**src/rtl/core/frustum_sphere_cull_unit_assert.svh**
```systemverilog
// ----------------------------------------------------------------------------
// Frustum sphere cull unit assertion macros
// Shared concurrent assertion forms, clocked on clk_i and disabled in reset.
// ----------------------------------------------------------------------------
`ifndef FRUSTUM_SPHERE_CULL_UNIT_ASSERT_SVH
`define FRUSTUM_SPHERE_CULL_UNIT_ASSERT_SVH

// Same-cycle implication.
`define FSC_ASSERT_IMPL(lbl, ante, cons, msg) \
  lbl: assert property (@(posedge clk_i) disable iff (!rst_ni) (ante) |-> (cons)) else $error(msg);

// Next-cycle implication.
`define FSC_ASSERT_NEXT(lbl, ante, cons, msg) \
  lbl: assert property (@(posedge clk_i) disable iff (!rst_ni) (ante) |=> (cons)) else $error(msg);

`endif

```
**src/rtl/core/fsc_pkg.sv**
```systemverilog
// ----------------------------------------------------------------------------
// Frustum sphere cull package
// Shared constants, controller states and controller to datapath signals.
// ----------------------------------------------------------------------------
package fsc_pkg;

  localparam int FSC_COORD_WIDTH = 32;
  localparam int FSC_FRAC_BITS   = 16;
  localparam int IN_WIDTH        = 32;
  localparam int RADIUS_WIDTH    = 31;
  localparam int NUM_PLANES      = 6;
  localparam int PLANE_IDX_W     = 3;

  localparam logic       ACT_LOAD = 1'b0;
  localparam logic       ACT_TEST = 1'b1;
  localparam logic [1:0] LAST_COL = 2'd3;

  typedef enum logic [3:0] {
    ST_IDLE,
    ST_TEST,
    ST_TDRAIN,
    ST_EMIT,
    ST_DW,
    ST_DSQ,
    ST_DSQRT,
    ST_DDIVI,
    ST_DDIV,
    ST_DDIVW
  } fsc_state_e;

  typedef struct packed {
    logic                   load_go;
    logic                   test_go;
    logic [PLANE_IDX_W-1:0] p;
    logic [1:0]             k;
    logic                   mul_en;
    logic                   acc_en;
    logic                   emit;
    logic                   w_en;
    logic                   sq_clr;
    logic                   sq_en;
    logic                   sqrt_en;
    logic                   div_init;
    logic                   div_en;
    logic                   plane_wr;
  } fsc_cmd_t;

  typedef struct packed {
    logic mag_zero;
  } fsc_sts_t;

endpackage

```
**src/rtl/core/fsc_ctrl.sv**
```systemverilog
// ----------------------------------------------------------------------------
// Frustum sphere cull controller
// Sequences sphere tests and plane derivation, and owns both handshakes.
// ----------------------------------------------------------------------------
`include "frustum_sphere_cull_unit_assert.svh"

module fsc_ctrl
  import fsc_pkg::*;
#(
  parameter int COORD_WIDTH = FSC_COORD_WIDTH,
  parameter int FRAC_BITS   = FSC_FRAC_BITS
) (
  input  logic       clk_i,
  input  logic       rst_ni,
  input  logic       in_valid_i,
  input  logic       action_i,
  input  logic [1:0] column_index_i,
  input  logic       out_stall_i,
  output logic       in_stall_o,
  output logic       out_valid_o,
  output fsc_cmd_t   cmd_o,
  input  fsc_sts_t   sts_i
);

  localparam int NW = COORD_WIDTH + FRAC_BITS;
  localparam int CW = $clog2(NW + 1);

  fsc_state_e             state_q, state_d;
  logic [PLANE_IDX_W-1:0] p_q, p_d;
  logic [1:0]             k_q, k_d;
  logic [CW-1:0]          cnt_q, cnt_d;
  logic                   out_valid_q;
  logic                   accept;
  logic                   slot_free;

  assign accept    = in_valid_i && (state_q == ST_IDLE);
  assign slot_free = !out_valid_q || !out_stall_i;

  always_comb begin
    state_d = state_q;
    p_d     = p_q;
    k_d     = k_q;
    cnt_d   = cnt_q;
    case (state_q)
      ST_IDLE: begin
        if (accept && action_i == ACT_TEST) begin
          state_d = ST_TEST;
          p_d     = '0;
        end else if (accept && column_index_i == LAST_COL) begin
          state_d = ST_DW;
          p_d     = '0;
          k_d     = '0;
        end
      end
      ST_TEST: begin
        if (p_q == PLANE_IDX_W'(NUM_PLANES - 1)) begin
          state_d = ST_TDRAIN;
        end else begin
          p_d = p_q + 1'b1;
        end
      end
      ST_TDRAIN: state_d = ST_EMIT;
      ST_EMIT: begin
        if (slot_free) begin
          state_d = ST_IDLE;
        end
      end
      ST_DW: begin
        k_d = k_q + 1'b1;
        if (k_q == 2'd3) begin
          state_d = ST_DSQ;
        end
      end
      ST_DSQ: begin
        if (k_q == 2'd2) begin
          state_d = ST_DSQRT;
          k_d     = '0;
          cnt_d   = '0;
        end else begin
          k_d = k_q + 1'b1;
        end
      end
      ST_DSQRT: begin
        cnt_d = cnt_q + 1'b1;
        if (cnt_q == CW'(COORD_WIDTH - 1)) begin
          state_d = ST_DDIVI;
        end
      end
      ST_DDIVI: begin
        cnt_d   = '0;
        state_d = sts_i.mag_zero ? ST_DDIVW : ST_DDIV;
      end
      ST_DDIV: begin
        cnt_d = cnt_q + 1'b1;
        if (cnt_q == CW'(NW - 1)) begin
          state_d = ST_DDIVW;
        end
      end
      ST_DDIVW: begin
        k_d = k_q + 1'b1;
        if (k_q != 2'd3) begin
          state_d = ST_DDIVI;
        end else if (p_q == PLANE_IDX_W'(NUM_PLANES - 1)) begin
          state_d = ST_IDLE;
        end else begin
          state_d = ST_DW;
          p_d     = p_q + 1'b1;
        end
      end
      default: state_d = ST_IDLE;
    endcase
  end

  always_comb begin
    cmd_o          = '0;
    cmd_o.p        = p_q;
    cmd_o.k        = k_q;
    cmd_o.load_go  = accept && action_i == ACT_LOAD;
    cmd_o.test_go  = accept && action_i == ACT_TEST;
    case (state_q)
      ST_TEST: begin
        cmd_o.mul_en = 1'b1;
        cmd_o.acc_en = (p_q != '0);
      end
      ST_TDRAIN: cmd_o.acc_en = 1'b1;
      ST_EMIT:   cmd_o.emit = slot_free;
      ST_DW: begin
        cmd_o.w_en   = 1'b1;
        cmd_o.sq_clr = (k_q == 2'd0);
      end
      ST_DSQ:   cmd_o.sq_en = 1'b1;
      ST_DSQRT: cmd_o.sqrt_en = 1'b1;
      ST_DDIVI: cmd_o.div_init = 1'b1;
      ST_DDIV:  cmd_o.div_en = 1'b1;
      ST_DDIVW: cmd_o.plane_wr = 1'b1;
      default: ;
    endcase
  end

  always_ff @(posedge clk_i or negedge rst_ni) begin
    if (!rst_ni) begin
      state_q     <= ST_IDLE;
      p_q         <= '0;
      k_q         <= '0;
      cnt_q       <= '0;
      out_valid_q <= 1'b0;
    end else begin
      state_q <= state_d;
      p_q     <= p_d;
      k_q     <= k_d;
      cnt_q   <= cnt_d;
      if (cmd_o.emit) begin
        out_valid_q <= 1'b1;
      end else if (!out_stall_i) begin
        out_valid_q <= 1'b0;
      end
    end
  end

  assign in_stall_o  = (state_q != ST_IDLE);
  assign out_valid_o = out_valid_q;

  `FSC_ASSERT_IMPL(a_emit_slot_free, cmd_o.emit, !out_valid_q || !out_stall_i, "emit into busy slot")
  `FSC_ASSERT_NEXT(a_test_start, cmd_o.test_go, state_q == ST_TEST && p_q == '0, "test not started")
  `FSC_ASSERT_NEXT(a_derive_start, cmd_o.load_go && column_index_i == LAST_COL, state_q == ST_DW && p_q == '0 && k_q == 2'd0, "derivation not started")
  `FSC_ASSERT_IMPL(a_sqrt_bound, state_q == ST_DSQRT, cnt_q < CW'(COORD_WIDTH), "root count overrun")

endmodule

```
**config.mk**
```make
export PLATFORM = sky130hd
export DESIGN_NAME = fsc_ctrl
export DESIGN_NICKNAME = d
export VERILOG_FILES = /design/src/rtl/core/fsc_pkg.sv /design/src/rtl/core/fsc_ctrl.sv
export VERILOG_INCLUDE_DIRS = /design/src /design/src/rtl/core
export SDC_FILE = /design/constraint.sdc
export NUM_CORES = 1
export LEC_CHECK = 0
export BUFFER_PORTS_ARGS = -buffer_cell sky130_fd_sc_hd__buf_2
export CAP_MARGIN = 20
export CORE_MARGIN = 10
export CORE_UTILIZATION = 53
export DETAILED_ROUTE_END_ITERATION = 12
export PLACE_DENSITY = 0.83
export SYNTH_ARGS = -nofsm -noshare
export SYNTH_HDL_FRONTEND = slang
export SYNTH_SLANG_ARGS = --single-unit
export TNS_END_PERCENT = 5
```
**constraint.sdc**
```tcl
create_clock -name clk_i -period 1.9 [get_ports clk_i]
set_input_delay 0.095 -clock clk_i [delete_from_list [all_inputs] [get_ports clk_i]]
set_output_delay 0.095 -clock clk_i [all_outputs]
set_load 0.02 [all_outputs]
```
==> results by group, run 1 <==
Status
  • Status: complete, no violations

CTS
  • CTS tree: built
  • CTS Buf Count: 3
  • Longest Clk Path Bufs: 2
  • Htree depth: 1
  • Clk_lat worst skew: 270 ps
  • Clock-pin slew on the worst setup and hold paths: 90 ps
  • CTS sink cnt: 16
  • Root Driver: clkbuf_4

GRT
  • First-pass GRT wire length: 5420 um
  • Total GRT Usage: 14.8%
  • Vias in the first global route: 1128
  • Largest net degree at the start of global routing: 17
  • GRT overflow: 0
  • Initial antenna violation count: 0

Route
  • DRC Markers: 0
  • DR vias: 1234
  • DR vias/cell: 5.90
  • WL final: 3250 um
  • DRC marker count from the first detailed-route iteration: 135
  • Antenna viol nets, final: 0
  • Routed len/inst: 15.5 um
  • Pre-Repair DR Iteration Count: 4

Layout
  • Most frequent cells in the layout: buf_2, nand2_1, nor2_1
  • Area of the multi-input gates: 762 um2
  • Fraction of layout cells with a size suffix above 1: 32.0%
  • Area delta synth->final: 24.7%
  • Reg area: 407 um2
  • Layout Nets: 199
  • Fillers: 182
  • Most common cell after layout, fill and taps aside: buf_2
  • ANT cells: 0
  • Final core area utilization: 68.6%

Floorplan
  • Row count: 17
  • Die Wd: 67.5 um
  • # IOs: 27
  • Initial Util: 55.0%
  • Full die area: 4550 um2
  • Core ar.: 2170 um2
  • Die Ht: 67.5 um

STA
  • Slew margin rel.: 74.4%
  • Worst setup margin: 11.4 ps
  • Count of final setup violators: 0
  • Setup TNS Final: 0 ps
  • Least-Margin Pin Slew: 383 ps
  • Achievable Freq: 529 MHz
  • Max Transition Viols Final: 0
  • Min Tclk post-route: 1890 ps
  • RSZ-0062 raised after global routing: yes
  • Hold Vio Cnt, Final: 0
  • Final period utilization: 99.4%
  • Clk_skew: 7.75 ps
  • Hold WS: 67.9 ps

Placed design
  • Routability cong.: 0.876
  • Input/output buffers: 26
  • Estimated wirelength of the detail-placed design: 2380 um
  • Post-Place Setup Slack: 88.9 ps

Critical path
  • Critical path class: register to primary output
  • Critical Path Fanout Max: 4
  • Worst path arrival time: 1790 ps
  • Slowest CP cell: or4_4
  • Critical Path End Type: primary output
  • CP peak stage delay: 560 ps
  • Worst setup SP type: register
  • Worst-path cell chain: or4_4 -> buf_4 -> nor3b_1 -> buf_2
  • CP Data Required Time: 1800 ps

Worst hold path
  • Hold Crit Class: input port to register

Synth
  • Yosys Warn Count: 0
  • Top_reg_cell synth: dfrtp_1
  • Synth Instances: 145
  • Post-synthesis sequential area ratio: 33.5%
  • Share of synthesized registers carrying an async set or reset: 100%
  • EDFF count, synth: 0
  • Cell Area, Synth: 1190 um2
  • Syn Nets: 161
  • Netlist cell types: 45
  • Flops & latches, synth: 16
  • Mean Syn Cell Area: 8.23 um2

Pwr
  • VDD IR-drop max: 0.000784 V
  • Pwr Density: 1700 nW/um2
  • Leakage power: 0.721 nW

Run
  • Max-cap violation count: 0
flip-flops by register name, summed over array words and instances (netlist names):
signal       cells
k_q              2
p_q              3
cnt_q            6
out_valid_o      1
state_q          4
cell usage after synthesis, types with 3 or more instances:
library cell / n / area [um2]
nand2_1: 17 / 63.8
ha_1: 8 / 100
a21o_1: 3 / 22.5
buf_2: 7 / 35.0
nand4_1: 3 / 18.8
nand2b_1: 5 / 31.3
nor2_1: 16 / 60.1
and2_1: 3 / 18.8
o21ai_0: 11 / 55.1
nand3_1: 3 / 15.0
inv_1: 6 / 22.5
a21oi_1: 6 / 30.0
dfrtp_1: 16 / 400
nor2b_1: 4 / 25.0
cells by family (layout without fill, tap and decap cells):
| kind of cell | Yosys count | after routing | synth area share [%] |
|---|---|---|---|
| buffers and inverters | 13 | 49 | 4.82 |
| xor gates and xnor gates | 1 | 1 | 0.734 |
| AOI/OAI and AO/OA | 37 | 37 | 20.3 |
| adders and majority gates | 8 | 8 | 8.39 |
| muxes | 4 | 4 | 3.67 |
| DFF | 16 | 16 | 33.5 |
| and+or+nand+nor | 66 | 66 | 28.5 |
what timing repair did:
action | CTS | global route
endpoints found under the hold margin | 16 | 0
hold buffers | 1 | 0
gates resized for setup | 4 | 6
setup endpoints to repair | 2 | 7
buffers inserted | 5 | 0
worst paths after layout:
path,from,slack (ps),cells after the start,endpoint
max in group asynchronous,rst_ni,1340,2,k_q[0]
min in group asynchronous,rst_ni,260,2,out_valid_o
max reg2reg,state_q[2],80,7,state_q[0]
max,state_q[3],10,4,cmd_o[16]
min,out_stall_i,70,3,out_valid_o
min reg2reg,cnt_q[2],510,1,cnt_q[2]
area by class of cell:
class	instances	share of cell area (%)
Multi-Input combinational cell	116	51.2
Sequential cell	16	27.3
Timing Repair Buffer	40	16.1
Tap cell	28	2.35
Clock buffer	3	1.51
Inverter	6	1.51
metrics by stage:
step / instances / power (mW) / instance area [um2]
finish: 209 / 2.53 / 1490
global route: 209 / 2.76 / 1490
CTS: 209 / 2.46 / 1470
detailed placement: 200 / 2.19 / 1390
global placement: 200 / 2.14 / 1390
floorplan: 145 / 1.73 / 1200
worst max-delay path: cells and delay by family, from the launching register on:
family | cells | cell delay [ps]
buf+inv | 2 | 360
flops | 1 | 440
simple gates | 2 | 720
routing by layer:
layer	global-route usage (%)	wire length, um	share of wire, %
met2	24.2	1510	46
met5	0	0	0
met1	18.9	1330	41
met4	4.36	32	0.99
met3	3.64	377	12
where the power goes:
part           internal, mW  switching, mW  total [mW]
Combinational         0.712           1.01        1.72
Sequential            0.476          0.162       0.638
Clock                0.0733         0.0965       0.170
(Power assumes the default switching activity.)
==> run 2: changes to the inputs <==
PLACE_DENSITY = 0.89   (was 0.83)
RECOVER_POWER = 25   (was unset)
==> run 2 against run 1 <==
Net effect: clock power grew 8%; register-to-register slack improved by 50 ps; sequential cell count unchanged; count of clock-buffer cells in the layout unchanged; sequential share of layout area up 0.82 points; routed wire length shrank 1.7%; non-clock buffer count shrank 5; first-iteration DRC count fell by 44%.
==> results by group, run 2 (synthesis results as in run 1) <==
Status
  • Status: complete, no violations

Pwr
  • VDD IR-drop max: 0.000860 V
  • Reg power frac: 24.7%
  • Leakage power: 0.691 nW
  • Post-layout total power: 2.46 mW
  • Pint: 1.21 mW
  • Gate power share: 67.9%
  • Clock power share: 7.4%
  • Pwr Density: 1720 nW/um2
  • Net Switching: 1.25 mW
  • Sw frac: 50.8%

STA
  • Clk_skew: 3.06 ps
  • Achievable Freq: 532 MHz
  • Min Tclk post-route: 1880 ps
  • Max Transition Viols Final: 0
  • Hold Vio Cnt, Final: 0
  • Least-Margin Pin Slew: 924 ps
  • Setup TNS Final: 0 ps
  • Final period utilization: 98.9%
  • Count of final setup violators: 0
  • Slew margin rel.: 38.4%
  • RSZ-0062 raised after global routing: yes
  • Worst setup margin: 21.7 ps

Placed design
  • Post-Place Setup Slack: 49.7 ps
  • Input/output buffers: 26
  • Estimated wirelength of the detail-placed design: 2510 um
  • Routability cong.: 0.954

Layout
  • ANT cells: 0
  • Largest regs: cnt_q (6), state_q (4), p_q (3)
  • Most common cell after layout, fill and taps aside: buf_2
  • Top reg by flops: cnt_q
  • Area delta synth->final: 20.3%
  • Layout Nets: 194
  • Fraction of layout cells with a size suffix above 1: 27.8%
  • Max FFs per register: 6
  • Most frequent cells in the layout: buf_2, nand2_1, nor2_1

CTS
  • CTS Buf Count: 3
  • Postcts setup bufs: 0
  • Longest Clk Path Bufs: 2
  • CTS sink cnt: 16
  • Root Driver: clkbuf_4
  • Htree depth: 1
  • CTS tree: built
  • Clock-pin slew on the worst setup and hold paths: 100 ps
  • Clk_lat worst skew: 290 ps

GRT
  • Largest net degree at the start of global routing: 17
  • GRT overflow: 0
  • Initial antenna violation count: 0
  • Vias in the first global route: 1115
  • First-pass GRT wire length: 5120 um
  • Total GRT Usage: 14.2%

Critical path
  • R2r setup slk: 130 ps
  • Worst path arrival time: 1780 ps
  • CP Data Required Time: 1800 ps
  • Critical Path End Type: primary output
  • CP peak stage delay: 530 ps
  • Critical Path Fanout Max: 6
  • Worst-path cell chain: or4_4 -> buf_4 -> nor2_2 -> buf_2
  • Worst setup SP type: register
  • Critical path class: register to primary output
  • Reg-to-reg startpoint: k_q[0]
  • CP startpoint: state_q[0]
  • R2r worst-path depth: 7
  • Slowest CP cell: or4_4

Route
  • DR vias/cell: 5.81
  • Routed len/inst: 15.7 um
  • DRC marker count from the first detailed-route iteration: 76
  • DR vias: 1185
  • Antenna viol nets, final: 0
  • WL final: 3190 um
  • DRC Markers: 0
  • Pre-Repair DR Iteration Count: 4

Floorplan
  • Core ar.: 2170 um2
  • Full die area: 4550 um2
  • Die Wd: 67.5 um
  • # IOs: 27
  • Row count: 17
  • Initial Util: 55.0%
  • Die Ht: 67.5 um

Worst hold path
  • Worst hold path startpoint: out_stall_i
  • Hold Crit Class: input port to register
  • Hold path cells: 3

Run
  • Max-cap violation count: 0
-- run 2: routing by layer --
layer | track usage, % | vias up | share of wire, %
li1 | - | 584 | -
met1 | 15.8 | 549 | 40
met2 | 25.9 | 44 | 51
met3 | 2.98 | 8 | 7.0
met4 | 5.13 | 0 | 1.4
met5 | 0 | - | 0
-- run 2: critical path, delay by kind of cell, from the launching register on --
family | cells | cell delay (ps)
buffers and inverters | 2 | 360
flip-flops | 1 | 450
AND/OR/NAND/NOR | 2 | 680
-- run 2: area by class of cell --
cell class | instances | area, um2
timing repair buffer | 35 | 199
fill | 192 | 733
clock buffer | 3 | 22.5
tap | 28 | 35.0
multi-input combinational | 116 | 753
inverter | 6 | 22.5
sequential | 16 | 404
-- run 2: stage by stage --
stage	cells	hold WS, ps	cell area (um2)	util (%)
floorplan	145	-201	1200	-
global placement	200	31.1	1390	64.1
detailed placement	200	35.0	1390	64.1
CTS	204	43.2	1430	65.7
global route	204	60.0	1440	66.2
finish	204	43.2	1440	66.2
-- run 2: worst paths after layout --
kind	end
setup / recovery	cmd_o[15]
hold / removal	out_valid_o
setup reg to reg	state_q[2]
hold reg to reg	cnt_q[3]
max in group asynchronous	k_q[0]
min in group asynchronous	p_q[2]
-- run 2: timing repair --
item | CTS | global route
hold buffers | 1 | 0
pin swaps | 0 | 0
endpoints found under the hold margin | 16 | 0
endpoints found under the setup margin | 1 | 5
gates resized for setup | 1 | 5
-- run 2: power by group through the flow --
stage | logic, mW | registers, mW | clock network (mW)
after floorplan | 1.08 | 0.649 | 0
after global placement | 1.56 | 0.591 | 0
after detailed placement | 1.63 | 0.600 | 0
after CTS | 1.65 | 0.596 | 0.183
after global routing | 1.85 | 0.626 | 0.194
final | 1.67 | 0.608 | 0.183
==> run 3: changes to the inputs <==
ABC_AREA = 1   (was unset)
==> run 3 against run 2 <==
Net effect: utilization down 1.1 points; highest routed layer unchanged; combinational power down 12%; clock power up 27%; total power down 5.7%.
==> results by group, run 3 <==
STA
  • Hold WS: 18.9 ps
  • Achievable Freq: 628 MHz
  • Setup TNS Final: 0 ps
  • Worst setup margin: 308 ps
  • RSZ-0062 raised after global routing: no
  • Clk_skew: 5.14 ps
  • Min Tclk post-route: 1590 ps
  • Hold Vio Cnt, Final: 0
  • Count of final setup violators: 0
  • Final period utilization: 83.8%
  • Slew margin rel.: 40.8%
  • Max Transition Viols Final: 0
  • Least-Margin Pin Slew: 889 ps

Placed design
  • Post-Place Setup Slack: 410 ps
  • Estimated wirelength of the detail-placed design: 2280 um
  • Input/output buffers: 26
  • Routability cong.: 0.861

CTS
  • Clock-pin slew on the worst setup and hold paths: 100 ps
  • Htree depth: 1
  • Clk_lat worst skew: 290 ps
  • Resized cells post-CTS: 0
  • CTS tree: built
  • CTS sink cnt: 16
  • CTS Buf Count: 3
  • Longest Clk Path Bufs: 2
  • Root Driver: clkbuf_4

Synth
  • Largest area contributor in the netlist: dfrtp_1
  • Share of synthesized registers carrying an async set or reset: 100%
  • Synth Instances: 174
  • Top_reg_cell synth: dfrtp_1
  • Flops & latches, synth: 16
  • Top cells by area, synth: dfrtp_1, nand2_1, ha_1, inv_1, nor2_1
  • EDFF count, synth: 0
  • Mean Syn Cell Area: 6.99 um2
  • Syn Nets: 190
  • Yosys Warn Count: 0
  • Netlist cell types: 24
  • Commonest cells post-synth: nand2_1, inv_1, nor2_1
  • Synth top area share: 32.9%
  • Post-synthesis sequential area ratio: 32.9%
  • Cell Area, Synth: 1220 um2
  • Most numerous cell in the Yosys netlist: nand2_1

Route
  • DRC Markers: 0
  • DRC marker count from the first detailed-route iteration: 74
  • DR vias: 1183
  • Routed len/inst: 12.3 um
  • DR vias/cell: 5.08
  • WL final: 2860 um
  • Antenna viol nets, final: 0
  • Pre-Repair DR Iteration Count: 4

Worst hold path
  • Hold Crit Endpoint: out_valid_o
  • Hold path cells: 3
  • Hold Crit Class: input port to register
  • Worst hold path startpoint: out_stall_i

Critical path
  • Slowest CP cell: dfrtp_1
  • Critical Path End Type: primary output
  • Reg2reg end: state_q[2]
  • Worst-path cell chain: nor2_4 -> inv_1 -> nor2_1 -> o21ai_0 -> nand2_1 -> buf_2
  • Reg-to-reg startpoint: cnt_q[0]
  • CP peak stage delay: 470 ps
  • Worst setup SP type: register
  • R2r setup slk: 400 ps
  • Critical Path Fanout Max: 7
  • Worst path arrival time: 1500 ps
  • R2r worst-path depth: 10
  • CP Data Required Time: 1800 ps
  • Critical path class: register to primary output

GRT
  • GRT overflow: 0
  • Vias in the first global route: 1242
  • Largest net degree at the start of global routing: 17
  • Initial antenna violation count: 0
  • Total GRT Usage: 14.5%
  • First-pass GRT wire length: 5350 um

Pwr
  • VDD IR-drop max: 0.000918 V
  • Pwr Density: 1630 nW/um2
  • Leakage power: 0.846 nW

Floorplan
  • Initial Util: 55.5%
  • Die Ht: 67.9 um
  • Die Wd: 67.9 um
  • Row count: 17
  • Core ar.: 2190 um2
  • # IOs: 27
  • Full die area: 4610 um2

Status
  • Status: complete, no violations

Layout
  • Max FFs per register: 6
  • Area of the multi-input gates: 711 um2
  • Final core area utilization: 65.1%
  • ANT cells: 0
  • Layout Nets: 222
  • Reg area: 400 um2
  • Largest regs: cnt_q (6), state_q (4), p_q (3)
  • Fillers: 210
  • Top reg by flops: cnt_q
  • Most common cell after layout, fill and taps aside: nand2_1
  • Fraction of layout cells with a size suffix above 1: 25.9%
  • Most frequent cells in the layout: nand2_1, buf_2, inv_1
  • Area delta synth->final: 17.3%

Run
  • Max-cap violation count: 0
## run 3: cell count changes after synthesis, moves of 7 or more
cell     change
o21ai_1      +7
nand3_1      +7
buf_2        -7
o21ai_0      -8
nand2_1     +38
inv_2        +7
inv_1       +15
## run 3: worst max-delay path, delay by kind of cell (launching register included)
family / cells / cell delay (ps)
simple gates: 3 / 420
flops: 1 / 470
compound gates: 1 / 100
buf+inv: 2 / 220
## run 3: logic make-up (layout without fill, tap and decap cells)
kind of cell / Yosys count / after routing / synth area share (%)
flops: 16 / 16 / 32.9
fa+ha+maj: 8 / 8 / 8.23
simple gates: 100 / 100 / 38.5
mux: 1 / 1 / 0.823
xor+xnor: 4 / 4 / 2.88
buf+inv: 28 / 59 / 8.64
compound gates: 17 / 17 / 8.02
## run 3: power breakdown
part	total, mW	switching (mW)	internal (mW)
registers	0.624	0.162	0.462
clock network	0.233	0.117	0.117
logic	1.47	0.972	0.494
## run 3: repair_timing
action,CTS,global route
hold buffers,1,0
buffers inserted,0,0
hold endpoints to repair,16,0
## run 3: worst max path at each step
stage / start / cells after the start / endpoint / slack [ps]
final: state_q[3] / 6 / cmd_o[8] / 310
after global routing: state_q[3] / 6 / cmd_o[8] / 160
after CTS: state_q[3] / 6 / cmd_o[8] / 310
after detailed placement: cnt_q[0] / 10 / state_q[0] / 410
after global placement: cnt_q[0] / 10 / state_q[0] / 460
after floorplan: state_q[3] / 8 / state_q[2] / 480
## run 3: cell type report
type | instances | area share (%)
inverter | 28 | 7.37
tap | 28 | 2.46
clock buffer | 4 | 2.54
multi-input combinational | 130 | 49.8
timing repair buffer | 27 | 9.74
sequential | 16 | 28.1
## run 3: metal layers
metal / vias up / routed length, um / part of all wire, % / global-route usage, %
met2: 39 / 1270 / 44 / 24.2
met1: 540 / 1310 / 46 / 17.4
li1: 600 / - / - / -
met5: - / 0 / 0 / 0
met3: 4 / 241 / 8.4 / 5.87
met4: 0 / 34 / 1.2 / 3.02
## run 3: metrics by stage
step	power [mW]	instances	instance area, um2
after CTS	2.33	233	1430
after global routing	2.60	233	1430
after detailed placement	2.09	228	1380
after global placement	2.06	228	1380
final	2.32	233	1430
after floorplan	1.73	174	1220
